--- config.mk ---
export PLATFORM = sky130hd
export DESIGN_NAME = eil_ctrl
export DESIGN_NICKNAME = d
export VERILOG_FILES = /design/src/sv/assert_macros.svh /design/src/sv/eil_pkg.sv /design/src/sv/eil_ctrl.sv
export SDC_FILE = /design/constraint.sdc
export NUM_CORES = 1
export LEC_CHECK = 0
export BUFFER_PORTS_ARGS = -buffer_cell sky130_fd_sc_hd__clkbuf_2
export CAP_MARGIN = 30
export CORE_MARGIN = 4
export CORE_UTILIZATION = 37
export DETAILED_ROUTE_END_ITERATION = 6
export PLACE_DENSITY_LB_ADDON = 0.15
export SKIP_LAST_GASP = 1
export SLEW_MARGIN = 20
export SYNTH_ARGS = -nofsm -noshare
export SYNTH_HDL_FRONTEND = slang
export SYNTH_SLANG_ARGS = --single-unit
--- constraint.sdc ---
create_clock -name clk_i -period 1.1 [get_ports clk_i]
set_input_delay 0.055 -clock clk_i [delete_from_list [all_inputs] [get_ports clk_i]]
set_output_delay 0.055 -clock clk_i [all_outputs]
set_load 0.02 [all_outputs]
--- src/sv/assert_macros.svh ---
// ----------------------------------------------------------------------------
// Assertion macros
// Shared shorthands for clocked concurrent assertions on clk_i / rst_ni.
// ----------------------------------------------------------------------------
`ifndef ASSERT_MACROS_SVH
`define ASSERT_MACROS_SVH

// Property must hold at every rising edge of clk_i outside reset.
`define EIL_ASSERT(name, prop, msg) \
  name: assert property (@(posedge clk_i) disable iff (!rst_ni) (prop)) \
    else $error(msg);

// Condition must never be true at a rising edge of clk_i outside reset.
`define EIL_ASSERT_NEVER(name, cond, msg) \
  `EIL_ASSERT(name, !(cond), msg)

`endif

--- src/sv/eil_pkg.sv ---
// ----------------------------------------------------------------------------
// eil_pkg
// Codes, state encoding and controller/datapath interface types for the
// eta interpolation lookup block.
// ----------------------------------------------------------------------------
`timescale 1ns / 1ps

package eil_pkg;

  localparam logic [1:0] CMD_WR_CENTER = 2'd0;
  localparam logic [1:0] CMD_WR_VALUE  = 2'd1;
  localparam logic [1:0] CMD_QUERY     = 2'd2;

  localparam logic [1:0] REGION_INTERP = 2'd0;
  localparam logic [1:0] REGION_BELOW  = 2'd1;
  localparam logic [1:0] REGION_ABOVE  = 2'd2;

  typedef enum logic [3:0] {
    ST_IDLE,
    ST_CHK_LO,
    ST_CHK_HI,
    ST_PROBE_RD,
    ST_PROBE_CMP,
    ST_RD_RIGHT,
    ST_LATCH_R,
    ST_PREP,
    ST_MUL,
    ST_DIV_START,
    ST_DIV_WAIT,
    ST_DONE
  } eil_state_e;

  typedef enum logic [2:0] {
    RA_ZERO,
    RA_LAST,
    RA_MID,
    RA_LEFT,
    RA_RIGHT
  } eil_raddr_e;

  typedef enum logic [1:0] {
    RS_READ,
    RS_LEFT,
    RS_INTERP
  } eil_res_e;

  typedef struct packed {
    logic       wr_center;
    logic       wr_value;
    logic       x_load;
    eil_raddr_e rd_sel;
    logic       search_init;
    logic       probe_issue;
    logic       probe_update;
    logic       left_latch;
    logic       right_latch;
    logic       prep;
    logic       mul_load;
    logic       div_start;
    logic       res_load;
    eil_res_e   res_sel;
    logic [1:0] res_region;
    logic       out_load;
  } eil_ctl_t;

  typedef struct packed {
    logic x_le_c;
    logic x_ge_c;
    logic cnt_zero;
    logic den_le0;
    logic div_done;
    logic out_free;
  } eil_sts_t;

endpackage

--- src/sv/eil_ctrl.sv ---
// ----------------------------------------------------------------------------
// eil_ctrl
// Sequencer for the lookup: clamp checks, binary search probes, segment
// reads, multiply, divide and result hand-off.
// ----------------------------------------------------------------------------
`timescale 1ns / 1ps

module eil_ctrl (
  input  logic              clk_i,
  input  logic              rst_ni,
  input  logic              in_valid_i,
  input  logic [1:0]        cmd_i,
  output logic              in_stall_o,
  input  eil_pkg::eil_sts_t sts_i,
  output eil_pkg::eil_ctl_t ctl_o
);

  import eil_pkg::*;

  eil_state_e state_q, state_d;

  always_ff @(posedge clk_i or negedge rst_ni) begin
    if (!rst_ni) begin
      state_q <= ST_IDLE;
    end else begin
      state_q <= state_d;
    end
  end

  always_comb begin
    state_d = state_q;
    unique case (state_q)
      ST_IDLE: begin
        if (in_valid_i && (cmd_i == CMD_QUERY)) begin
          state_d = ST_CHK_LO;
        end
      end
      ST_CHK_LO:    state_d = sts_i.x_le_c ? ST_DONE : ST_CHK_HI;
      ST_CHK_HI:    state_d = sts_i.x_ge_c ? ST_DONE : ST_PROBE_RD;
      ST_PROBE_RD:  state_d = sts_i.cnt_zero ? ST_RD_RIGHT : ST_PROBE_CMP;
      ST_PROBE_CMP: state_d = ST_PROBE_RD;
      ST_RD_RIGHT:  state_d = ST_LATCH_R;
      ST_LATCH_R:   state_d = ST_PREP;
      ST_PREP:      state_d = sts_i.den_le0 ? ST_DONE : ST_MUL;
      ST_MUL:       state_d = ST_DIV_START;
      ST_DIV_START: state_d = ST_DIV_WAIT;
      ST_DIV_WAIT: begin
        if (sts_i.div_done) begin
          state_d = ST_DONE;
        end
      end
      ST_DONE: begin
        if (sts_i.out_free) begin
          state_d = ST_IDLE;
        end
      end
      default: state_d = ST_IDLE;
    endcase
  end

  always_comb begin
    ctl_o        = '0;
    ctl_o.rd_sel = RA_ZERO;
    ctl_o.res_sel = RS_READ;
    ctl_o.res_region = REGION_INTERP;
    in_stall_o   = (state_q != ST_IDLE);
    unique case (state_q)
      ST_IDLE: begin
        if (in_valid_i) begin
          ctl_o.wr_center = (cmd_i == CMD_WR_CENTER);
          ctl_o.wr_value  = (cmd_i == CMD_WR_VALUE);
          ctl_o.x_load    = (cmd_i == CMD_QUERY);
        end
      end
      ST_CHK_LO: begin
        ctl_o.search_init = 1'b1;
        if (sts_i.x_le_c) begin
          ctl_o.res_load   = 1'b1;
          ctl_o.res_region = REGION_BELOW;
        end else begin
          ctl_o.rd_sel = RA_LAST;
        end
      end
      ST_CHK_HI: begin
        if (sts_i.x_ge_c) begin
          ctl_o.res_load   = 1'b1;
          ctl_o.res_region = REGION_ABOVE;
        end
      end
      ST_PROBE_RD: begin
        if (sts_i.cnt_zero) begin
          ctl_o.rd_sel = RA_LEFT;
        end else begin
          ctl_o.rd_sel      = RA_MID;
          ctl_o.probe_issue = 1'b1;
        end
      end
      ST_PROBE_CMP: ctl_o.probe_update = 1'b1;
      ST_RD_RIGHT: begin
        ctl_o.left_latch = 1'b1;
        ctl_o.rd_sel     = RA_RIGHT;
      end
      ST_LATCH_R: ctl_o.right_latch = 1'b1;
      ST_PREP: begin
        ctl_o.prep = 1'b1;
        if (sts_i.den_le0) begin
          ctl_o.res_load = 1'b1;
          ctl_o.res_sel  = RS_LEFT;
        end
      end
      ST_MUL:       ctl_o.mul_load  = 1'b1;
      ST_DIV_START: ctl_o.div_start = 1'b1;
      ST_DIV_WAIT: begin
        if (sts_i.div_done) begin
          ctl_o.res_load = 1'b1;
          ctl_o.res_sel  = RS_INTERP;
        end
      end
      ST_DONE: ctl_o.out_load = sts_i.out_free;
      default: ;
    endcase
  end

endmodule

==> flow_metrics.py, run 1 <==
metrics = {
    "clocking": {
        "cts.sinks": 4,
        "cts_hold_buf": 1,
        "clock_path_buffers": 2,
        "htree_levels": 1,
        "post_cts_buffers": 15,
        "cts_resized": 64,
        "root_buffer": "clkbuf_4",
        "cts_buffers": 3,
    },
    "yosys": {
        "synth_area_leader_cell": "dfrtp_1",
        "synthesis.area_um2": 509,
        "ys.warnings.count": 0,
        "syn_inst": 65,
        "ys_seq_elements": 4,
        "synthFlopType": "dfrtp_1",
        "synth_edf_count": 0,
        "synth_top_area_share": 0.197,
        "ys_seq_area_frac": 0.197,
        "synthesis.nets": 76,
        "syn_avg_cell_area_um2": 7.83,
        "async_flop_share": 1.00,
        "yosysUniqueCellTypes": 38,
        "synth_area_leaders": "dfrtp_1, nor3_1, buf_6",
    },
    "placed_design": {
        "hpwl_um": 1480,
        "place_ws_ps": -286,
        "portBuffers": 31,
        "gp_congestion": 0.813,
    },
    "status": {
        "first-error": "[ERROR DPL-0038] Utilization greater than 100%, impossible to legalize",
        "haltStage": "clock tree synthesis",
        "outcome": "stopped before the end",
    },
    "die": {
        "start_util": 0.391,
        "io_pins": 32,
        "die_h_um": 45.1,
        "core.rowCount": 13,
        "die_w_um": 45.1,
    },
}
-- through the flow --
step                      cells  TNS [ps]  utilization  cell area (um^2)  hold WS, ps
after floorplan              65      -923            -               637         -241
after global placement      125     -3900        0.702               913         -137
after detailed placement    125     -4570        0.702               913         -135
-- cell families after synthesis --
logic type / Yosys count / synth area share
mux: 1 / 0.0197
xor+xnor: 2 / 0.0344
simple gates: 35 / 0.428
compound gates: 15 / 0.216
buf+inv: 8 / 0.106
flops: 4 / 0.197
-- Yosys cell counts (2+ instances only) --
library cell / number
nor2b_1: 3
nor2_1: 6
and2_1: 2
and3_1: 2
o21ai_1: 2
inv_2: 2
nand3_1: 3
nand2_1: 3
nand2b_1: 2
buf_4: 2
buf_6: 2
nor3_1: 5
dfrtp_1: 4
a21oi_1: 3
==> inputs of run 2 (changes only) <==
Settings changed: CORE_AREA set to 4 4 65 67, CORE_MARGIN 4 to not set, CORE_UTILIZATION 37 to not set, DIE_AREA set to 0 0 69 71.
Clock period 1.1 ns to 1.43 ns, I/O delays scaled along.
==> run 2 against run 1 <==
- the flow now finishes, with violations (setup timing)
- area after synthesis unchanged
- synthesized cell count unchanged
==> flow_metrics.py, run 2 <==
metrics = {
    "detailed_routing": {
        "drtIter0Drc": 15,
        "finalWirelength_um": 2340,
        "drt-vias-per-instance": 4.35,
        "drc": 0,
        "drt_pass1_iterations": 4,
        "via_count": 739,
        "wl_per_cell_um": 13.7,
        "antenna_left": 0,
    },
    "grt": {
        "antenna_found_initial": 0,
        "overflow": 0,
        "grt_pass1_wl_um": 3520,
        "grt_pass1_vias": 765,
        "grt_use_total": 0.0886,
        "grt_max_degree": 11,
    },
    "yosys": {
        "syn_avg_cell_area_um2": 7.83,
        "synth_area_leaders": "dfrtp_1, nor3_1, buf_6",
        "synthesis.area_um2": 509,
        "post-synth-top-count-cell": "nor2_1",
        "synthFlopType": "dfrtp_1",
        "synthesis.nets": 76,
        "yosysUniqueCellTypes": 38,
        "ys_seq_area_frac": 0.197,
        "ys_seq_elements": 4,
        "synth_edf_count": 0,
        "ys_top_cells_by_count": "nor2_1, nor3_1, dfrtp_1",
        "synth_area_leader_cell": "dfrtp_1",
        "synth_top_area_share": 0.197,
        "async_flop_share": 1.00,
        "ys.warnings.count": 0,
        "syn_inst": 65,
    },
    "final_layout": {
        "antenna_cells_inserted": 0,
        "area_growth_syn_to_layout_pct": 140,
        "drive_gt1_frac": 0.746,
        "top_register": "state_q",
        "final_cell_mix": "buf_4, clkbuf_2, buf_6",
        "reg_top3": "state_q: 4 flops",
        "final_common_cell": "buf_4",
        "largest_reg_flops": 4,
        "finalNetCount": 135,
        "final_cells": 170,
    },
    "pwr": {
        "irDropWorstVdd_mv": 0.744,
        "powerDensity_mw_per_mm2": 2020,
        "p_total_mw": 2.47,
        "p_leak_nw": 0.556,
    },
    "die": {
        "die_h_um": 71,
        "die_w_um": 69,
        "start_util": 0.140,
        "core_area_mm2": 0.00363,
        "core.rowCount": 22,
        "die_area_mm2": 0.00490,
        "io_pins": 32,
    },
    "placed_design": {
        "gp_congestion": 0.744,
        "portBuffers": 31,
        "post-place-cells": 149,
        "hpwl_um": 1560,
    },
    "timing": {
        "fin_crit_sh": 1.09,
        "grt_setup_unrepaired": "true",
        "slew_headroom": 0.805,
        "setup_ws_ps": -135,
        "post-route-min-period_ps": 1560,
        "setup_viol": 7,
        "final_max_slew_viol_count": 0,
        "hold_viol": 0,
        "tns_ps": -465,
        "skew_ps": 4.15,
        "fmax_mhz": 639,
        "worst_pin_slew_ps": 290,
    },
    "setup_path": {
        "crit_arrival_ps": 1490,
        "worstSetupEndpointType": "output port",
        "cp_slowest_stage_delay_ps": 430,
        "start_kind": "flip-flop",
        "slowest_stage": "dfrtp_2",
        "path_cells": "nor4_4 -> inv_2 -> nor4b_4 -> buf_4",
        "cp_max_fo": 4,
        "setup.worst_path.class": "reg -> out",
        "crit_required_ps": 1360,
    },
    "clocking": {
        "cts_buffers": 3,
        "htree_levels": 1,
        "root_buffer": "clkbuf_8",
        "path_clk_slew_ps": 30,
        "clkLatencyLatePin_ps": 210,
        "clock_path_buffers": 2,
        "cts_tree": "yes",
        "cts.sinks": 4,
    },
    "status": {
        "outcome": "finished, violations left",
        "violations": "setup timing",
    },
    "worst_hold_path": {
        "worstHoldPathType": "in -> reg",
    },
    "job": {
        "cap_violations": 0,
    },
}
==> run 2: cell counts after synthesis <==
No cell type changed its count.
==> run 2: critical path, delay by kind of cell, from the launching register on <==
kind | cells | cell delay (ps)
buf+inv | 2 | 280
simple gates | 2 | 560
flops | 1 | 430
==> run 2: repair_timing <==
item | 4_1_cts | 5_1_grt
buffers inserted | 13 | 5
hold buffers | 1 | 0
hold endpoints to repair | 4 | 0
endpoints found under the setup margin | 12 | 20
pin swaps | 9 | 8
gates resized for setup | 34 | 47
==> run 2: cell type report <==
| type | count | area (um^2) |
|---|---|---|
| multi-input cells | 53 | 512 |
| inverters | 3 | 11.3 |
| fillers | 387 | 2410 |
| well taps | 48 | 60.1 |
| flip-flops and latches | 4 | 105 |
| repair buffers | 59 | 493 |
| clock buffers | 3 | 41.3 |
==> run 2: layer usage <==
layer  routed length, um  vias to the layer above  GRT usage  part of all wire
met3                 139                        2     0.0298             0.059
met1                 971                      358     0.0968              0.42
li1                    -                      356          -                 -
met5                   0                        -          0                 0
met4                  15                        0     0.0282            0.0064
met2                1210                       23      0.161              0.52
==> run 2: report_power, final <==
part | internal [mW] | switching, mW
sequential | 0.177 | 0.106
combinational | 0.971 | 0.985
clock | 0.179 | 0.0539
==> run 2: per-stage QoR <==
| stage | cell area, um^2 | setup slack, ps | hold WS (ps) | utilization |
|---|---|---|---|---|
| floorplan | 518 | 35.3 | -224 | - |
| global placement | 778 | 69.0 | -112 | 0.214 |
| detailed placement | 778 | 8.09 | -113 | 0.214 |
| CTS | 1050 | -135 | 102 | 0.290 |
| global route | 1220 | -211 | 108 | 0.336 |
| finish | 1220 | -135 | 109 | 0.336 |
==> run 2: path summary, 6_finish.rpt <==
path	cells past startpoint	start	slack (ps)	end
worst max-delay path	4	state_q[0]	-130	ctl_o[19]
worst min-delay path	2	sts_i[0]	110	state_q[0]
max in group asynchronous	2	rst_ni	1080	state_q[3]
min in group asynchronous	2	rst_ni	210	state_q[0]
worst min register to register	2	state_q[3]	670	state_q[2]
worst max register to register	6	state_q[0]	50	state_q[0]
==> run 2: logic make-up (layout without fill, tap and decap cells) <==
group,Yosys count,count (layout),share of synthesized area
XOR/XNOR,2,2,0.0344
buffers and inverters,8,65,0.106
AND/OR/NAND/NOR,35,35,0.428
multiplexers,1,1,0.0197
AO/OA/AOI/OAI,15,15,0.216
flip-flops,4,4,0.197
(Power assumes the default switching activity.)
==> inputs of run 3 (changes only) <==
Settings changed: SKIP_CTS_REPAIR_TIMING set to 1.
==> run 3 against run 2 <==
- non-clock buffer count fell by 6
- the flow still finishes with violations (setup timing)
- maximum frequency fell by 1.8%
- routed wire length fell by 10%
- via count fell by 6.9%
==> flow_metrics.py, run 3 (synthesis results as in run 2) <==
metrics = {
    "setup_path": {
        "cp_max_fo": 7,
        "r2r-start": "state_q[1]",
        "rrSetupSlack_ps": 70,
        "crit_arrival_ps": 1520,
        "worst-path-buf-inv": 2,
        "path_cells": "nor4_4 -> inv_2 -> nor4b_4 -> buf_4",
        "cp-endpoint": "ctl_o[19]",
        "crit_start": "state_q[1]",
        "critical-path-top-delay-family": "simple AND/OR/NAND/NOR gates",
        "worst_r2r_endpoint": "state_q[0]",
        "cp.depth": 4,
        "start_kind": "flip-flop",
        "worstSetupEndpointType": "output port",
        "reg2regPathDepth": 5,
        "slowest_stage": "dfrtp_2",
        "cp_slowest_stage_delay_ps": 460,
        "setup.worst_path.class": "reg -> out",
        "crit_required_ps": 1360,
    },
    "grt": {
        "grt_use_total": 0.0760,
        "grt_pass1_vias": 660,
        "grt_pass1_wl_um": 3110,
        "grt_max_degree": 16,
        "antenna_found_initial": 0,
        "overflow": 0,
    },
    "timing": {
        "fin_crit_sh": 1.11,
        "post-route-min-period_ps": 1590,
        "skew_ps": 3.35,
        "setup_ws_ps": -163,
        "grt_setup_unrepaired": "true",
        "slew_headroom": 0.806,
        "setup_viol": 5,
        "final_max_slew_viol_count": 0,
        "hold_viol": 0,
        "fmax_mhz": 628,
        "worst_pin_slew_ps": 291,
    },
    "die": {
        "die_w_um": 69,
        "die_h_um": 71,
        "core.rowCount": 22,
        "io_pins": 32,
        "start_util": 0.140,
        "core_area_mm2": 0.00363,
        "die_area_mm2": 0.00490,
    },
    "pwr": {
        "sw_frac_of_total": 0.461,
        "irDropWorstVdd_mv": 0.638,
        "pwr-share-seq": 0.140,
        "power.share.clock": 0.110,
        "p_int_mw": 1.14,
        "combPwrFrac": 0.750,
        "powerDensity_mw_per_mm2": 2000,
        "p_leak_nw": 0.509,
        "switchingPower_mw": 0.977,
    },
    "detailed_routing": {
        "drtIter0Drc": 7,
        "via_count": 688,
        "drc": 0,
        "antenna_left": 0,
        "finalWirelength_um": 2100,
        "drt-vias-per-instance": 4.20,
        "wl_per_cell_um": 12.8,
        "drt_pass1_iterations": 4,
    },
    "status": {
        "violations": "setup timing",
        "outcome": "finished, violations left",
    },
    "final_layout": {
        "final_cell_mix": "clkbuf_2, buf_4, buf_6",
        "fillers": 409,
        "antenna_cells_inserted": 0,
        "finalNetCount": 129,
        "final_cells": 164,
        "final_util": 0.292,
        "area_growth_syn_to_layout_pct": 108,
        "final_common_cell": "clkbuf_2",
        "drive_gt1_frac": 0.664,
        "reg_top3": "state_q: 4 flops",
        "top_register": "state_q",
        "largest_reg_flops": 4,
    },
    "clocking": {
        "cts_buffers": 3,
        "htree_levels": 1,
        "cts_tree": "yes",
        "path_clk_slew_ps": 30,
        "cts.sinks": 4,
        "root_buffer": "clkbuf_8",
        "clock_path_buffers": 2,
        "clkLatencyLatePin_ps": 210,
    },
    "placed_design": {
        "post-place-cells": 149,
        "gp_congestion": 0.744,
        "portBuffers": 31,
        "hpwl_um": 1560,
    },
    "job": {
        "cap_violations": 0,
    },
    "worst_hold_path": {
        "worstHoldPathType": "in -> reg",
    },
}
## run 3: cell count changes in the layout (fill, tap and decap cells not counted), moves of 2 or more
cell      previous run  this run
and3_1               0         2
and3_4               2         0
buf_2                0         4
buf_4               26        17
buf_6               12         8
clkbuf_2            14        20
clkbuf_8             7         3
nor2_1               1         5
nor2_4               6         2
## run 3: metrics by stage
step / total power, mW / hold slack (ps) / setup slack, ps / cell area, um^2 / TNS (ps)
after global routing: 2.29 / 118 / -253 / 1060 / -995
final: 2.12 / 117 / -163 / 1060 / -397
after global placement: 1.48 / -112 / 69.0 / 778 / 0
after floorplan: 1.06 / -224 / 35.3 / 518 / 0
after CTS: 1.70 / -340 / -218 / 820 / -880
after detailed placement: 1.45 / -113 / 8.09 / 778 / 0
## run 3: power by group through the flow
stage	sequential, mW	clock (mW)	combinational [mW]
floorplan	0.211	0	0.848
global placement	0.263	0	1.22
detailed placement	0.264	0	1.19
CTS	0.264	0.239	1.20
global route	0.308	0.255	1.73
finish	0.297	0.233	1.59
## run 3: worst min-delay path by stage
stage / start / cells after the start / end / slack [ps]
global route: sts_i[0] / 2 / state_q[0] / 120
global placement: rst_ni / 1 / state_q[3] / -110
CTS: rst_ni / 1 / state_q[0] / -340
floorplan: rst_ni / 0 / state_q[0] / -220
detailed placement: rst_ni / 1 / state_q[0] / -110
finish: sts_i[0] / 2 / state_q[0] / 120
## run 3: layout make-up
cell class / instances / area [um^2] / share of cell area
flip-flops and latches: 4 / 105 / 0.0991
well taps: 48 / 60.1 / 0.0566
multi-input cells: 53 / 435 / 0.410
inverters: 3 / 11.3 / 0.0106
clock buffers: 3 / 41.3 / 0.0389
repair buffers: 53 / 408 / 0.384
## run 3: routing by layer
metal	part of all wire	track usage
met5	0	0
met4	0.0038	0.0195
met3	0.054	0.0284
met2	0.50	0.123
met1	0.44	0.0952
